[src/rtl/core/pcbf_pkg.sv]
// Shared types, codes and the axis bound test for the point crop box filter.
// No dependencies; every other file refers to this package by scoped names.
package pcbf_pkg;

    // Field widths fixed by the item and result formats
    localparam int COORD_BITS    = 24;
    localparam int EXTENT_BITS   = 23;
    localparam int COUNT_BITS    = 24;
    localparam int SLOT_BITS     = 3;
    localparam int BOXCNT_BITS   = 4;
    localparam int PAD_BITS      = 20;
    localparam int FLOOR_BITS    = COORD_BITS + 1;
    localparam int CFG_IDX_BITS  = 2;
    localparam int CFG_DATA_BITS = 24;
    // Difference of doubled coordinates, in half-millimetre units
    localparam int DIFF_BITS     = COORD_BITS + 3;

    // Item commands
    localparam logic [1:0] CMD_LOAD_BOX = 2'd0;
    localparam logic [1:0] CMD_START    = 2'd1;
    localparam logic [1:0] CMD_POINT    = 2'd2;
    localparam logic [1:0] CMD_END      = 2'd3;

    // Configuration register indexes
    localparam logic [CFG_IDX_BITS-1:0] CFG_REMOVE_INSIDE = 2'd0;
    localparam logic [CFG_IDX_BITS-1:0] CFG_HEIGHT_OFFSET = 2'd1;
    localparam logic [CFG_IDX_BITS-1:0] CFG_BOX_PADDING   = 2'd2;
    localparam logic [CFG_IDX_BITS-1:0] CFG_BOX_COUNT     = 2'd3;

    // Result kinds
    localparam logic KIND_VERDICT = 1'b0;
    localparam logic KIND_REPORT  = 1'b1;

    typedef struct packed {
        logic [1:0]                   command;
        logic [SLOT_BITS-1:0]         box_slot;
        logic signed [COORD_BITS-1:0] pos_x;
        logic signed [COORD_BITS-1:0] pos_y;
        logic signed [COORD_BITS-1:0] pos_z;
        logic [EXTENT_BITS-1:0]       extent_x;
        logic [EXTENT_BITS-1:0]       extent_y;
        logic [EXTENT_BITS-1:0]       extent_z;
        logic                         finite;
    } item_t;

    typedef struct packed {
        logic                  kind;
        logic                  keep;
        logic                  in_any_box;
        logic [SLOT_BITS-1:0]  report_box;
        logic [COUNT_BITS-1:0] hit_count;
        logic                  last;
    } result_t;

    // Commands from the controller to the datapath
    typedef struct packed {
        logic load_box;
        logic start_cloud;
        logic capture_point;
        logic eval_point;
        logic emit_verdict;
        logic report_clear;
        logic emit_report;
    } dp_cmd_t;

    // Status from the datapath to the controller
    typedef struct packed {
        logic no_active_box;
        logic report_last;
        logic out_free;
    } dp_status_t;

    // Test one axis: point within centre +/- (half size + padding), faces inclusive.
    // The full size in mm equals the half size in half-millimetre units.
    function automatic logic axis_in(
        input logic signed [COORD_BITS-1:0] p,
        input logic signed [COORD_BITS-1:0] c,
        input logic [EXTENT_BITS-1:0]       h,
        input logic [PAD_BITS-1:0]          pad
    );
        logic signed [DIFF_BITS-1:0] d;
        logic signed [DIFF_BITS-1:0] w;
        d = (DIFF_BITS'(p) - DIFF_BITS'(c)) <<< 1;
        w = $signed({{(DIFF_BITS-EXTENT_BITS){1'b0}}, h})
          + $signed({{(DIFF_BITS-PAD_BITS-1){1'b0}}, pad, 1'b0});
        return (d >= -w) && (d <= w);
    endfunction

endpackage

[src/rtl/core/pcbf_ctrl.sv]
// Sequencing state machine for the point crop box filter.
// Depends on pcbf_pkg for command codes and the command/status structs.
module pcbf_ctrl (
    input  logic                   clk,
    input  logic                   rst_n,
    input  logic                   item_valid,
    output logic                   item_ready,
    input  logic [1:0]             item_command,
    input  pcbf_pkg::dp_status_t   status,
    output pcbf_pkg::dp_cmd_t      cmd
);

    localparam logic [1:0] S_IDLE    = 2'd0;
    localparam logic [1:0] S_EVAL    = 2'd1;
    localparam logic [1:0] S_VERDICT = 2'd2;
    localparam logic [1:0] S_REPORT  = 2'd3;

    logic [1:0] state_reg;
    logic [1:0] state_next;
    logic       accept;

    assign item_ready = (state_reg == S_IDLE);
    assign accept     = item_valid && item_ready;

    // Decode state and request into datapath commands
    always_comb
    begin
        state_next = state_reg;
        cmd        = '0;
        unique case (state_reg)
            S_IDLE:
            begin
                if (accept)
                begin
                    unique case (item_command)
                        pcbf_pkg::CMD_LOAD_BOX: cmd.load_box = 1'b1;
                        pcbf_pkg::CMD_START:    cmd.start_cloud = 1'b1;
                        pcbf_pkg::CMD_POINT:
                        begin
                            cmd.capture_point = 1'b1;
                            state_next        = S_EVAL;
                        end
                        pcbf_pkg::CMD_END:
                        begin
                            if (!status.no_active_box)
                            begin
                                cmd.report_clear = 1'b1;
                                state_next       = S_REPORT;
                            end
                        end
                        default: state_next = S_IDLE;
                    endcase
                end
            end
            S_EVAL:
            begin
                cmd.eval_point = 1'b1;
                state_next     = S_VERDICT;
            end
            S_VERDICT:
            begin
                if (status.out_free)
                begin
                    cmd.emit_verdict = 1'b1;
                    state_next       = S_IDLE;
                end
            end
            S_REPORT:
            begin
                if (status.out_free)
                begin
                    cmd.emit_report = 1'b1;
                    if (status.report_last)
                    begin
                        state_next = S_IDLE;
                    end
                end
            end
            default: state_next = S_IDLE;
        endcase
    end

    // Advance state
    always_ff @(posedge clk or negedge rst_n)
    begin
        if (!rst_n)
        begin
            state_reg <= S_IDLE;
        end
        else
        begin
            state_reg <= state_next;
        end
    end

endmodule

[config.mk]
export PLATFORM = sky130hd
export DESIGN_NAME = pcbf_ctrl
export DESIGN_NICKNAME = d
export VERILOG_FILES = /design/src/rtl/core/pcbf_pkg.sv /design/src/rtl/core/pcbf_ctrl.sv
export SDC_FILE = /design/constraint.sdc
export NUM_CORES = 1
export LEC_CHECK = 0
export BUFFER_PORTS_ARGS = -buffer_cell sky130_fd_sc_hd__buf_4
export CORE_AREA = 2 2 39 41
export DETAILED_ROUTE_END_ITERATION = 6
export DIE_AREA = 0 0 41 43
export MAX_ROUTING_LAYER = met4
export PLACE_DENSITY_LB_ADDON = 0.2
export SYNTH_ARGS = -nofsm -noshare
export SYNTH_HDL_FRONTEND = slang
export SYNTH_SLANG_ARGS = --single-unit
[constraint.sdc]
create_clock -name clk -period 1.89 [get_ports clk]
set_input_delay 0.378 -clock clk [delete_from_list [all_inputs] [get_ports clk]]
set_output_delay 0.378 -clock clk [all_outputs]
set_load 0.01 [all_outputs]
After elaboration in Yosys (flattened, before gate mapping) --
Index checks and enable logic that the tools add are counted.
Storage, ports and cells: bits in registers 2, input bits 8, logic and storage cells 37
Operators by class: reduce and logical (&&, ||, !) cells 4, mux-type cells 20, equality and inequality tests 12
Operator list (number):
- 1-bit two-way mux | 11
- 2-bit two-way mux | 5
- 2-bit == test, second input constant | 4
- 2-bit one-hot mux with 4 select lines | 1
- 3-bit two-way mux | 2
- 2-bit inequality test, second input constant | 3
- 6-bit AND reduction | 1
- 2-bit by 1-bit == test with 1-bit output, second input constant | 2
- 2-bit zero test | 2
- 2-bit one-hot mux with 2 select lines | 1
- 3-bit by 1-bit inequality test with 1-bit output, second input constant | 1
- 3-bit inequality test, second input constant | 1
- 2-bit by 1-bit inequality test with 1-bit output, second input constant | 1
- 1-bit logical AND | 1

Logic depth before layout (Yosys ltp) --
Gate-level depths: netlist of the first run.
depth in word-level cells 4, mapped depth 2, depth with buffers taken out 2

Worst setup path after synthesis of the first run --
No wires, ideal clock.
kind flip-flop to output port, start register state_reg[1], end output cmd[6] (netlist name), cell stages (with the launch flop) 3, data required time 1.512 ns, setup slack 0.420 ns, arrival time 1.092 ns, cells stage by stage dfrtp_1 or3b_4 nor3_1
RTL lines:
- from (decl) | line pcbf_ctrl.sv:18 | logic [1:0] state_reg;
- from (signal assigned) | line pcbf_ctrl.sv:92 | state_reg <= state_next;
- to (decl) | line pcbf_ctrl.sv:10 | output pcbf_pkg::dp_cmd_t cmd

==> results, run 1 <==
- The share of total power dissipated in combinational logic is 0.463.
- The number of setup buffers added after CTS is 0.
- Tracing the worst setup path back leads to its startpoint at state_reg[0]$_DFFE_PN0P_.
- Data on the critical path is required at its endpoint by 1.51 ns.
- The maximum vdd ir drop is 0.421 mV.
- The repair_antennas step left the layout with diodes totalling 0.
- The path class of the tightest hold or removal check is input port to register.
- The die area is 1760 µm².
- Counting every net in the synthesized netlist gives 28.
- The TritonCTS buffer count is 3.
- Across all hold checks on the routed design, the worst slack comes to 0.455 ns.
- The worst setup timing slack at the placement stage is 0.318 ns.
- STA classifies the critical path startpoint as a register.
- The adder-cell area share of the yosys netlist is 0.
- The endpoint kind of the worst setup timing path is a primary output.
- No sink is reached through more buffers than the 2 on the longest clock path.
- The number of nets in the layout is 49.
- Once detail routing completed, the nets flagged for antenna violations numbered 0.
- The number of iterations in the first detailed-routing pass is 1.
- The overall track demand over capacity in global routing is 0.0813.
- The register with the most flip-flops in the layout has 2 of them.
- The clock group share of total power is 0.280.
- The number of placement rows is 14.
- Setup slack on the critical path of the routed design comes to 0.0859 ns.
- In the final routed layout, each cell accounts on average for 10.3 µm.
- CTS built an H-tree with a depth of 1.
- Summed over all nets, the switching power comes to 0.000117 W.
- The number of antenna violations at the first check in global routing came to 0.
- After detailed routing, the number of vias per cell comes to 4.16.
- Leaving out fill and tap cells, the most frequent cells in the layout are sky130_fd_sc_hd__buf_4, sky130_fd_sc_hd__nand2_1, sky130_fd_sc_hd__clkbuf_4.
- Of the available clock period, the critical path in the final layout requires 0.955.
- The via count is 229.
- The number of standard cells after synthesis is 20.
- Max-cap violations in this run came to 0.
- Of the total synthesized cell area, the portion taken by AND, OR, NAND and NOR gates is 0.618.
- The starting utilization of the core area is 0.130.
- Based on the critical path, the design can be clocked at up to 554 MHz.
- Of all nets on the critical path, the largest fanout is 8.
- For the final database, setup skew stands at 0.00396 ns.
- In this run, the number of DRC markers left after iteration 0 of detailed routing was 0.
- The final critical-path required period is 1.80 ns.
- Of the total synthesized cell area, the portion taken by XOR and XNOR cells is 0.
- Clock tree synthesis found a total of 2 sinks.
- The share of total power dissipated in sequential elements is 0.256.
- Leaving out fill and tap cells, the most frequent cell in the layout is sky130_fd_sc_hd__buf_4.
- The number of slew-limit violations in the final report is 0.
- The internal power is 0.000223 W.
- After synthesis, the mean cell area works out to 9.01 µm².
- The number of gates resized after CTS was 0.
- The first-pass GRT wire length is 883 µm.
- The worst setup path is of the register to primary output kind.
- The final weighted congestion in routability-driven placement is 0.639.
- The main combinational cell family by area after synthesis is simple AND/OR/NAND/NOR gates.
- TritonCTS built the clock tree.
- The total negative slack is 0 ns.
- The fraction of synthesized area in multiplexers is 0.
- The ratio of cells with drive above 1 in the final layout is 0.615.
- The total of endpoints with negative setup slack in the final report is 0.
- Of the total power, the share spent switching nets is 0.343.
- Setup repair after global routing left no endpoint under its margin.
- The vertical die dimension is 43 µm.
- The count of buffers added on input and output ports is 15.
- The synthesized-area fraction occupied by ao, oa, aoi and oai cells came to 0.104.
- Counting distinct cell types in the post-synthesis netlist gives 14.
- The clock root buffer is sky130_fd_sc_hd__clkbuf_4.
- The width of the die is 41 µm.
- The run finished with clean final reports.
- The number of failing hold endpoints at the final stage is 0.
- For this design the ratio of total power to cell area is 984 nW/µm².
- The core outline area is 1380 µm².
- The worst hold path begins at status[1].
- In this run the cell area of the synthesized design comes to 180 µm².
- In this run the tightest slew margin relative to its limit is 0.853.
- The clock input transition at the sequential cells of the worst setup and hold paths is 0.03 ns.
- The worst path arrival time is 1.43 ns.
- The static leakage power is 0.168 nW.
- The number of flip-flops and latches in the synthesized netlist is 2.
- The insertion delay of the later-clocked pin in the worst-skew pair is 0.23 ns.
- The number of synthesis warnings is 0.
- The final global-route overflow total is 0.
- The largest net degree at the start of global routing is 9.
- The worst register-to-register path begins at state_reg[0]$_DFFE_PN0P_.
- The final routed DRC violation total is 0.
- The via count of the first global-routing pass is 227.
- The final layout contains routed wiring with a total length of 564 µm.
- For the pin with the worst max-slew slack, the measured transition is 0.221 ns.
- The sequential share of the synthesized area is 0.278.
- The area added between synthesis and finish is 91.7%.
- 16 I/O pins were placed.
-- logic make-up (layout without fill, tap and decap cells) --
kind of cell           count (synthesis)  in the layout
DFF                                    2              2
AOI/OAI and AO/OA                      2              2
buffers and inverters                  0             19
and+or+nand+nor                       16             16
-- Yosys cell counts (all sizes together) --
library cell,number,area (µm²)
and3,1,7.51
nor3,2,15.0
nor2,2,7.51
and4bb,1,12.5
dfrtp,2,50.1
and2b,1,8.76
a32o,1,10.0
nand2,4,15.0
a2bb2oi,1,8.76
nor2b,2,12.5
or3b,1,11.3
nand4b,1,8.76
nor3b,1,12.5
-- layer usage --
layer | track usage | part of all wire
met5 | - | 0
met4 | 0.0800 | 0
met1 | 0.0868 | 0.46
met3 | 0.0314 | 0.13
met2 | 0.106 | 0.41
-- critical path, cell delays in order, from the launching register on --
cell                      delay, ns
sky130_fd_sc_hd__dfrtp_1       0.44
sky130_fd_sc_hd__or3b_4        0.42
sky130_fd_sc_hd__nor3b_2       0.19
sky130_fd_sc_hd__buf_4         0.14
-- final cells by class --
type | instances | area (µm²)
sequential | 2 | 50.0
fill | 158 | 1040
multi-input combinational | 18 | 130
tap | 16 | 20.0
timing repair buffer | 16 | 123
clock buffer | 3 | 22.5
-- repair_timing --
action	4_1_cts	5_1_grt
endpoints found under the hold margin	2	0
hold buffers	1	0
endpoints found under the setup margin	0	0
-- power by group through the flow --
stage | sequential (W) | clock (W) | combinational (W)
floorplan | 0.0000786 | 0 | 0.0000873
global placement | 0.0000852 | 0 | 0.000155
detailed placement | 0.0000871 | 0 | 0.000157
CTS | 0.0000866 | 0.000101 | 0.000160
global route | 0.0000909 | 0.000108 | 0.000172
finish | 0.0000870 | 0.0000953 | 0.000157
-- stage by stage --
stage	utilization	cells	power (W)	area [µm²]
floorplan	-	20	0.000166	180
global placement	0.226	51	0.000240	313
detailed placement	0.226	51	0.000244	313
CTS	0.250	55	0.000348	345
global route	0.250	55	0.000371	345
finish	0.250	55	0.000340	345
-- path summary, 6_finish.rpt --
kind / cells after the start / end / slack [ns]
worst min register to register: 1 / state_reg[0]$_DFFE_PN0P_ / 0.65
worst min-delay path: 3 / state_reg[1]$_DFFE_PN0P_ / 0.45
min in group asynchronous: 2 / state_reg[0]$_DFFE_PN0P_ / 0.47
max in group asynchronous: 2 / state_reg[1]$_DFFE_PN0P_ / 1.33
worst max register to register: 2 / state_reg[0]$_DFFE_PN0P_ / 0.84
worst max-delay path: 3 / cmd[5] / 0.09
Power figures use the tool's default switching activity.
==> inputs of run 2 (changes only) <==
--- a/config.mk
+++ b/config.mk
@@ -7,6 +7,7 @@
 export LEC_CHECK = 0
 export BUFFER_PORTS_ARGS = -buffer_cell sky130_fd_sc_hd__buf_4
 export CORE_AREA = 2 2 39 41
+export CTS_CLUSTER_SIZE = 12
 export DETAILED_ROUTE_END_ITERATION = 6
 export DIE_AREA = 0 0 41 43
 export MAX_ROUTING_LAYER = met4
==> constraint.sdc (replaced) <==
create_clock -name clk -period 2.3 [get_ports clk]
set_input_delay 0.46 -clock clk [delete_from_list [all_inputs] [get_ports clk]]
set_output_delay 0.46 -clock clk [all_outputs]
set_load 0.01 [all_outputs]
==> run 2 against run 1 <==
  * Utilization is the same
  * Global-route usage shrank 0.10 points
  * Count of clock-buffer cells in the layout is the same
  * First-iteration DRC count grew 7
  * Largest power group unchanged
==> results, run 2 (synthesis results as in run 1) <==
- The number of failing hold endpoints at the final stage is 0 (unchanged).
- The delay of the slowest cell on the worst path is 0.45 ns (about the same).
- The post-layout worst setup margin is 0.426 ns (+0.340 ns).
- The number of max-cap violations is 0 (unchanged).
- The final critical-path required period is 1.87 ns.
- The starting utilization of the core area was 0.130 (unchanged).
- The final routed DRC violation total is 0 (unchanged).
- For this design, the slowest cell found on the critical path is sky130_fd_sc_hd__or3b_4.
- The required arrival time at the worst endpoint is 1.84 ns (+0.33 ns).
- The depth of the worst register-to-register path was 2 (unchanged).
- The maximum clock frequency is 533 MHz.
- The most common cell after layout, fill and taps aside is sky130_fd_sc_hd__buf_4.
- The total of endpoints with negative setup slack in the final report is 0 (unchanged).
- The highest net fanout along the worst path is 7 (-1).
- The die area was 1760 µm² (unchanged).
- Leaving out fill and tap cells, the most frequent cells in the layout are sky130_fd_sc_hd__buf_4, sky130_fd_sc_hd__nand2_1, sky130_fd_sc_hd__clkbuf_4.
- The H-tree depth reported by CTS came to 1 (unchanged).
- The number of violations reported at the end of detailed-routing iteration 0 is 7 (+7).
- The type of element launching the critical path is a register.
- The ratio of cells with drive above 1 in the final layout was 0.615 (unchanged).
- The combined area of the multi-input logic cells is 130 µm² (unchanged).
- The net switching share of the total power came to 0.343 (about the same).
- The number of iterations in the first detailed-routing pass came to 4 (+3).
- The sequential power share came to 0.258 (+0.002).
- The area added between synthesis and finish is 91.7% (unchanged).
- The flow ran to the end, and the final reports show no timing, DRC or antenna violations.
- The critical path class is register to primary output.
- The critical path goes through or3b_4 -> nor3b_2 -> buf_4.
- The width of the die is 41 µm (unchanged).
- The power per unit of standard cell area is 809 nW/µm² (-18%).
- The largest buffer count on any clock path was 2 (unchanged).
- The number of diodes is 0 (unchanged).
- The number of buffers added on ports is 15 (unchanged).
- The final worst clock skew is 0.00361 ns (-0.000354 ns).
- The number of stages on the worst hold path was 3 (unchanged).
- The vertical die dimension is 43 µm (unchanged).
- The total negative slack is 0 ns (unchanged).
- The number of antenna violations at the first check in global routing is 0 (unchanged).
- The via count of the first global-routing pass is 223 (-1.8%).
- The clock input transition at the sequential cells of the worst setup and hold paths came to 0.03 ns (about the same).
- The final weighted congestion in routability-driven placement is 0.638 (-0.22%).
- The maximum vdd ir drop came to 0.287 mV (-32%).
- The share of the clock period used by the worst path after layout is 0.815.
- Setup repair after global routing left no endpoint under its margin.
- The average vias per placed instance is 4.22 (+1.3%).
- The total wire length after detailed routing came to 555 µm (-1.6%).
- The transition time at the pin with the least slew margin is 0.229 ns (+0.00737 ns).
- The number of slew-limit violations in the final report is 0 (unchanged).
- The clock group share of total power is 0.277 (-0.003).
- The average wire per standard cell is 10.1 µm (-1.6%).
- The internal power is 0.000183 W (-18%).
- The utilization of the core after routing is 0.250 (unchanged).
- The insertion delay of the later-clocked pin in the worst-skew pair is 0.22 ns (about the same).
- The number of nets still failing antenna checks after routing was 0 (unchanged).
- The first-pass GRT wire length is 869 µm (-1.6%).
- The number of primary I/O pins is 16 (unchanged).
- The TritonCTS buffer count is 3 (unchanged).
- The number of placement rows is 14 (unchanged).
- The switching power came to 0.0000959 W (-18%).
- The CTS tree is yes.
- The number of resized instances in the post-cts repair step came to 0 (unchanged).
- The largest net degree at the start of global routing is 9 (unchanged).
- The register area is 50.0 µm² (unchanged).
- The worst path arrival time is 1.41 ns (-0.02 ns).
- The static leakage power is 0.168 nW (unchanged).
- The worst hold margin came to 0.533 ns (+0.0779 ns).
- The combinational share of power is 0.465 (+0.002).
- STA classifies the critical path endpoint as a primary output.
- The filler cell count in the final layout is 160 (+1.3%).
- The overall track demand over capacity in global routing is 0.0802 (-0.00103).
- The final global-route overflow total is 0 (unchanged).
- The core outline area is 1380 µm² (unchanged).
- The class of the worst hold path is input port to register.
- The worst setup timing slack at the placement stage is 0.573 ns (+0.255 ns).
- The number of sinks on the clock net came to 2 (unchanged).
- The via count was 232 (+1.3%).
- The number of nets in the layout came to 49 (unchanged).
- The flip-flop count of the largest register, all copies and words added is 2 (unchanged).
- The relative slew slack was 0.848 (-0.00491).
- The clock root buffer is sky130_fd_sc_hd__clkbuf_4.
-- run 2: final cells by class --
class / count / share of cell area
multi-input combinational: 18 / 0.377
timing repair buffer: 16 / 0.355
sequential: 2 / 0.145
clock buffer: 3 / 0.0652
tap: 16 / 0.0580
-- run 2: worst paths after layout --
check                                               from                       end  slack (ns)
worst max-delay path            state_reg[1]$_DFFE_PN0P_                    cmd[5]        0.43
worst min-delay path                           status[1]  state_reg[1]$_DFFE_PN0P_        0.53
worst max register to register  state_reg[0]$_DFFE_PN0P_  state_reg[0]$_DFFE_PN0P_        1.24
worst min register to register  state_reg[1]$_DFFE_PN0P_  state_reg[0]$_DFFE_PN0P_        0.66
max in group asynchronous                          rst_n  state_reg[0]$_DFFE_PN0P_        1.65
min in group asynchronous                          rst_n  state_reg[1]$_DFFE_PN0P_        0.56
-- run 2: per-stage QoR --
stage	cells	power, W	cell area, µm²
final	55	0.000279	345
after global routing	55	0.000305	345
after CTS	54	0.000284	335
after detailed placement	51	0.000201	313
after global placement	51	0.000197	313
after floorplan	20	0.000136	180
-- run 2: worst max-delay path, delay by kind of cell (launching register included) --
family	cells	cell delay, ns
buffers and inverters	1	0.14
and+or+nand+nor	2	0.63
DFF	1	0.43
-- run 2: layer usage --
layer	share of wire	GRT usage	wire (µm)	up-vias
li1	-	-	-	113
met1	0.43	0.0900	236	103
met2	0.42	0.100	235	16
met3	0.15	0.0314	83	0
met4	0	0.0800	0	0
met5	0	-	0	-
-- run 2: timing repair --
| item | in CTS | in global routing |
|---|---|---|
| endpoints found under the setup margin | 0 | 0 |
| endpoints found under the hold margin | 0 | 2 |
| setup buffers | 0 | 0 |
| hold buffers | 0 | 1 |
-- run 2: power groups by stage --
| stage | sequential [W] | combinational (W) | clock, W |
|---|---|---|---|
| final | 0.0000720 | 0.000130 | 0.0000773 |
| after detailed placement | 0.0000715 | 0.000130 | 0 |
| after global routing | 0.0000754 | 0.000141 | 0.0000890 |
| after global placement | 0.0000701 | 0.000127 | 0 |
| after floorplan | 0.0000646 | 0.0000718 | 0 |
| after CTS | 0.0000717 | 0.000130 | 0.0000815 |
==> inputs of run 3 (changes only) <==
==> constraint.sdc (replaced) <==
create_clock -name clk -period 1.9 [get_ports clk]
set_input_delay 0.38 -clock clk [delete_from_list [all_inputs] [get_ports clk]]
set_output_delay 0.38 -clock clk [all_outputs]
set_load 0.01 [all_outputs]
==> run 3 against run 2 <==
  * Via count down 1.3%
  * Largest power group unchanged
  * Clock power up 22%
  * Design area unchanged
  * Clock skew down 0.0015 ns
==> results, run 3 (synthesis results as in run 1) <==
- The run finished with clean final reports.
- The number of nets in the layout is 49 (unchanged).
- The core outline area came to 1380 µm² (unchanged).
- The slowest stage of the critical path is the sky130_fd_sc_hd__or3b_4 cell.
- The number of slew-limit violations in the final report came to 0 (unchanged).
- The switching power came to 0.000117 W (+22%).
- The internal power is 0.000222 W (+21%).
- The width of the die is 41 µm (unchanged).
- The maximum vdd ir drop is 0.368 mV (+28%).
- The total design power is 0.000339 W (+21%).
- The number of sinks on the clock net is 2 (unchanged).
- The number of diodes is 0 (unchanged).
- The H-tree depth reported by CTS is 1 (unchanged).
- The number of primary I/O pins is 16 (unchanged).
- The die area was 1760 µm² (unchanged).
- The via count is 229 (-1.3%).
- The combinational share of power is 0.463 (-0.002).
- The total wire length after detailed routing is 585 µm (+5.4%).
- The relative slew slack is 0.840 (-0.00738).
- TritonCTS built the clock tree.
- The net switching share of the total power was 0.346 (+0.00218).
- The number of failing hold endpoints at the final stage is 0 (unchanged).
- The insertion delay of the later-clocked pin in the worst-skew pair is 0.22 ns (about the same).
- Walking the worst path, the cells encountered are or3b_4 -> nor3b_2 -> buf_4.
- The total negative slack came to 0 ns (unchanged).
- The static leakage power was 0.168 nW (unchanged).
- The library cell used most frequently in the layout, excluding fill and tap cells, is sky130_fd_sc_hd__buf_4.
- The number of iterations in the first detailed-routing pass is 2 (-2).
- The TritonCTS buffer count is 3 (unchanged).
- The final routed DRC violation total came to 0 (unchanged).
- Setup repair after global routing left no endpoint under its margin.
- The clock group share of total power is 0.277 (about the same).
- The transition time at the pin with the least slew margin is 0.240 ns (+0.0111 ns).
- The required arrival time at the worst endpoint is 1.52 ns (-0.32 ns).
- The final global-route overflow total is 0 (unchanged).
- The number of buffers added on ports is 15 (unchanged).
- Timing would allow up to 554 MHz.
- The worst path in the final design needs a cycle of 1.81 ns, including I/O delays and setup.
- The delay of the slowest cell on the worst path is 0.44 ns (about the same).
- The average vias per placed instance is 4.16 (-1.3%).
- The ratio of cells with drive above 1 in the final layout is 0.615 (unchanged).
- The utilization of the core after routing is 0.250 (unchanged).
- The largest net degree at the start of global routing is 9 (unchanged).
- The number of violations reported at the end of detailed-routing iteration 0 is 3 (-4).
- STA classifies the critical path endpoint as a primary output.
- The first-pass GRT wire length is 841 µm (-3.2%).
- The area added between synthesis and finish came to 91.7% (unchanged).
- The flip-flop count of the largest register, all copies and words added is 2 (unchanged).
- The sequential power share came to 0.260 (+0.002).
- The type of element launching the critical path is a register.
- The overall track demand over capacity in global routing is 0.0792 (-0.00103).
- The total of endpoints with negative setup slack in the final report is 0 (unchanged).
- The worst hold margin is 0.460 ns (-0.0728 ns).
- The number of placement rows is 14 (unchanged).
- The final weighted congestion in routability-driven placement is 0.652 (+2.3%).
- The power per unit of standard cell area is 982 nW/µm² (+21%).
- The starting utilization of the core area came to 0.130 (unchanged).
- The clock input transition at the sequential cells of the worst setup and hold paths is 0.03 ns (about the same).
- The highest net fanout along the worst path came to 7 (unchanged).
- The number of nets still failing antenna checks after routing is 0 (unchanged).
- The path class of the tightest hold or removal check is input port to register.
- The average wire per standard cell was 10.6 µm (+5.4%).
- The worst path arrival time came to 1.43 ns (+0.02 ns).
- The number of antenna violations at the first check in global routing is 0 (unchanged).
- The final worst clock skew is 0.00211 ns (-0.00149 ns).
- The largest buffer count on any clock path is 2 (unchanged).
- The critical path class is register to primary output.
- The number of max-cap violations came to 0 (unchanged).
- The vertical die dimension is 43 µm (unchanged).
- The share of the clock period used by the worst path after layout is 0.951.
- In the layout the commonest cells are sky130_fd_sc_hd__buf_4, sky130_fd_sc_hd__nand2_1, sky130_fd_sc_hd__clkbuf_4.
- The number of cells after detailed placement is 51 (unchanged).
- The via count of the first global-routing pass is 213 (-4.5%).
- In this run the clock root is driven by a sky130_fd_sc_hd__clkbuf_4.
- The non-filler instance count after layout was 55 (unchanged).
run 3: power by group through the flow:
stage | sequential, W | clock, W | combinational (W)
final | 0.0000882 | 0.0000941 | 0.000157
after global routing | 0.0000908 | 0.000108 | 0.000171
after CTS | 0.0000865 | 0.0000986 | 0.000158
after detailed placement | 0.0000867 | 0 | 0.000155
after global placement | 0.0000845 | 0 | 0.000154
after floorplan | 0.0000782 | 0 | 0.0000869
run 3: layout make-up:
class	instances	area (µm²)
fillers	158	1040
repair buffers	16	123
multi-input cells	18	130
flip-flops and latches	2	50.0
well taps	16	20.0
clock buffers	3	22.5
run 3: worst paths after layout:
check / from / to / slack [ns] / depth (start not counted)
worst max register to register: state_reg[0]$_DFFE_PN0P_ / state_reg[0]$_DFFE_PN0P_ / 0.83 / 2
worst max-delay path: state_reg[1]$_DFFE_PN0P_ / cmd[5] / 0.09 / 3
worst min-delay path: status[1] / state_reg[1]$_DFFE_PN0P_ / 0.46 / 3
min in group asynchronous: rst_n / state_reg[1]$_DFFE_PN0P_ / 0.48 / 2
max in group asynchronous: rst_n / state_reg[0]$_DFFE_PN0P_ / 1.33 / 2
worst min register to register: state_reg[1]$_DFFE_PN0P_ / state_reg[0]$_DFFE_PN0P_ / 0.66 / 1
run 3: per-layer routing:
metal	wire length (µm)	track usage
met1	257	0.0836
met4	0	0.0800
met3	78	0.0314
met5	0	-
met2	249	0.103
run 3: through the flow:
| stage | setup WS (ns) | instance area (µm²) |
|---|---|---|
| final | 0.0939 | 345 |
| after global routing | 0.0278 | 345 |
| after CTS | 0.0828 | 345 |
| after floorplan | 0.428 | 180 |
| after global placement | 0.357 | 313 |
| after detailed placement | 0.325 | 313 |
run 3: worst max-delay path: cells and delay by family (launching register included):
kind	cells	cell delay (ns)
flops	1	0.43
simple gates	2	0.63
buf+inv	1	0.14
run 3: timing repair:
item                      4_1_cts  5_1_grt
buffers inserted                0        0
hold endpoints to repair        2        0
hold buffers                    1        0
resized for setup               0        0
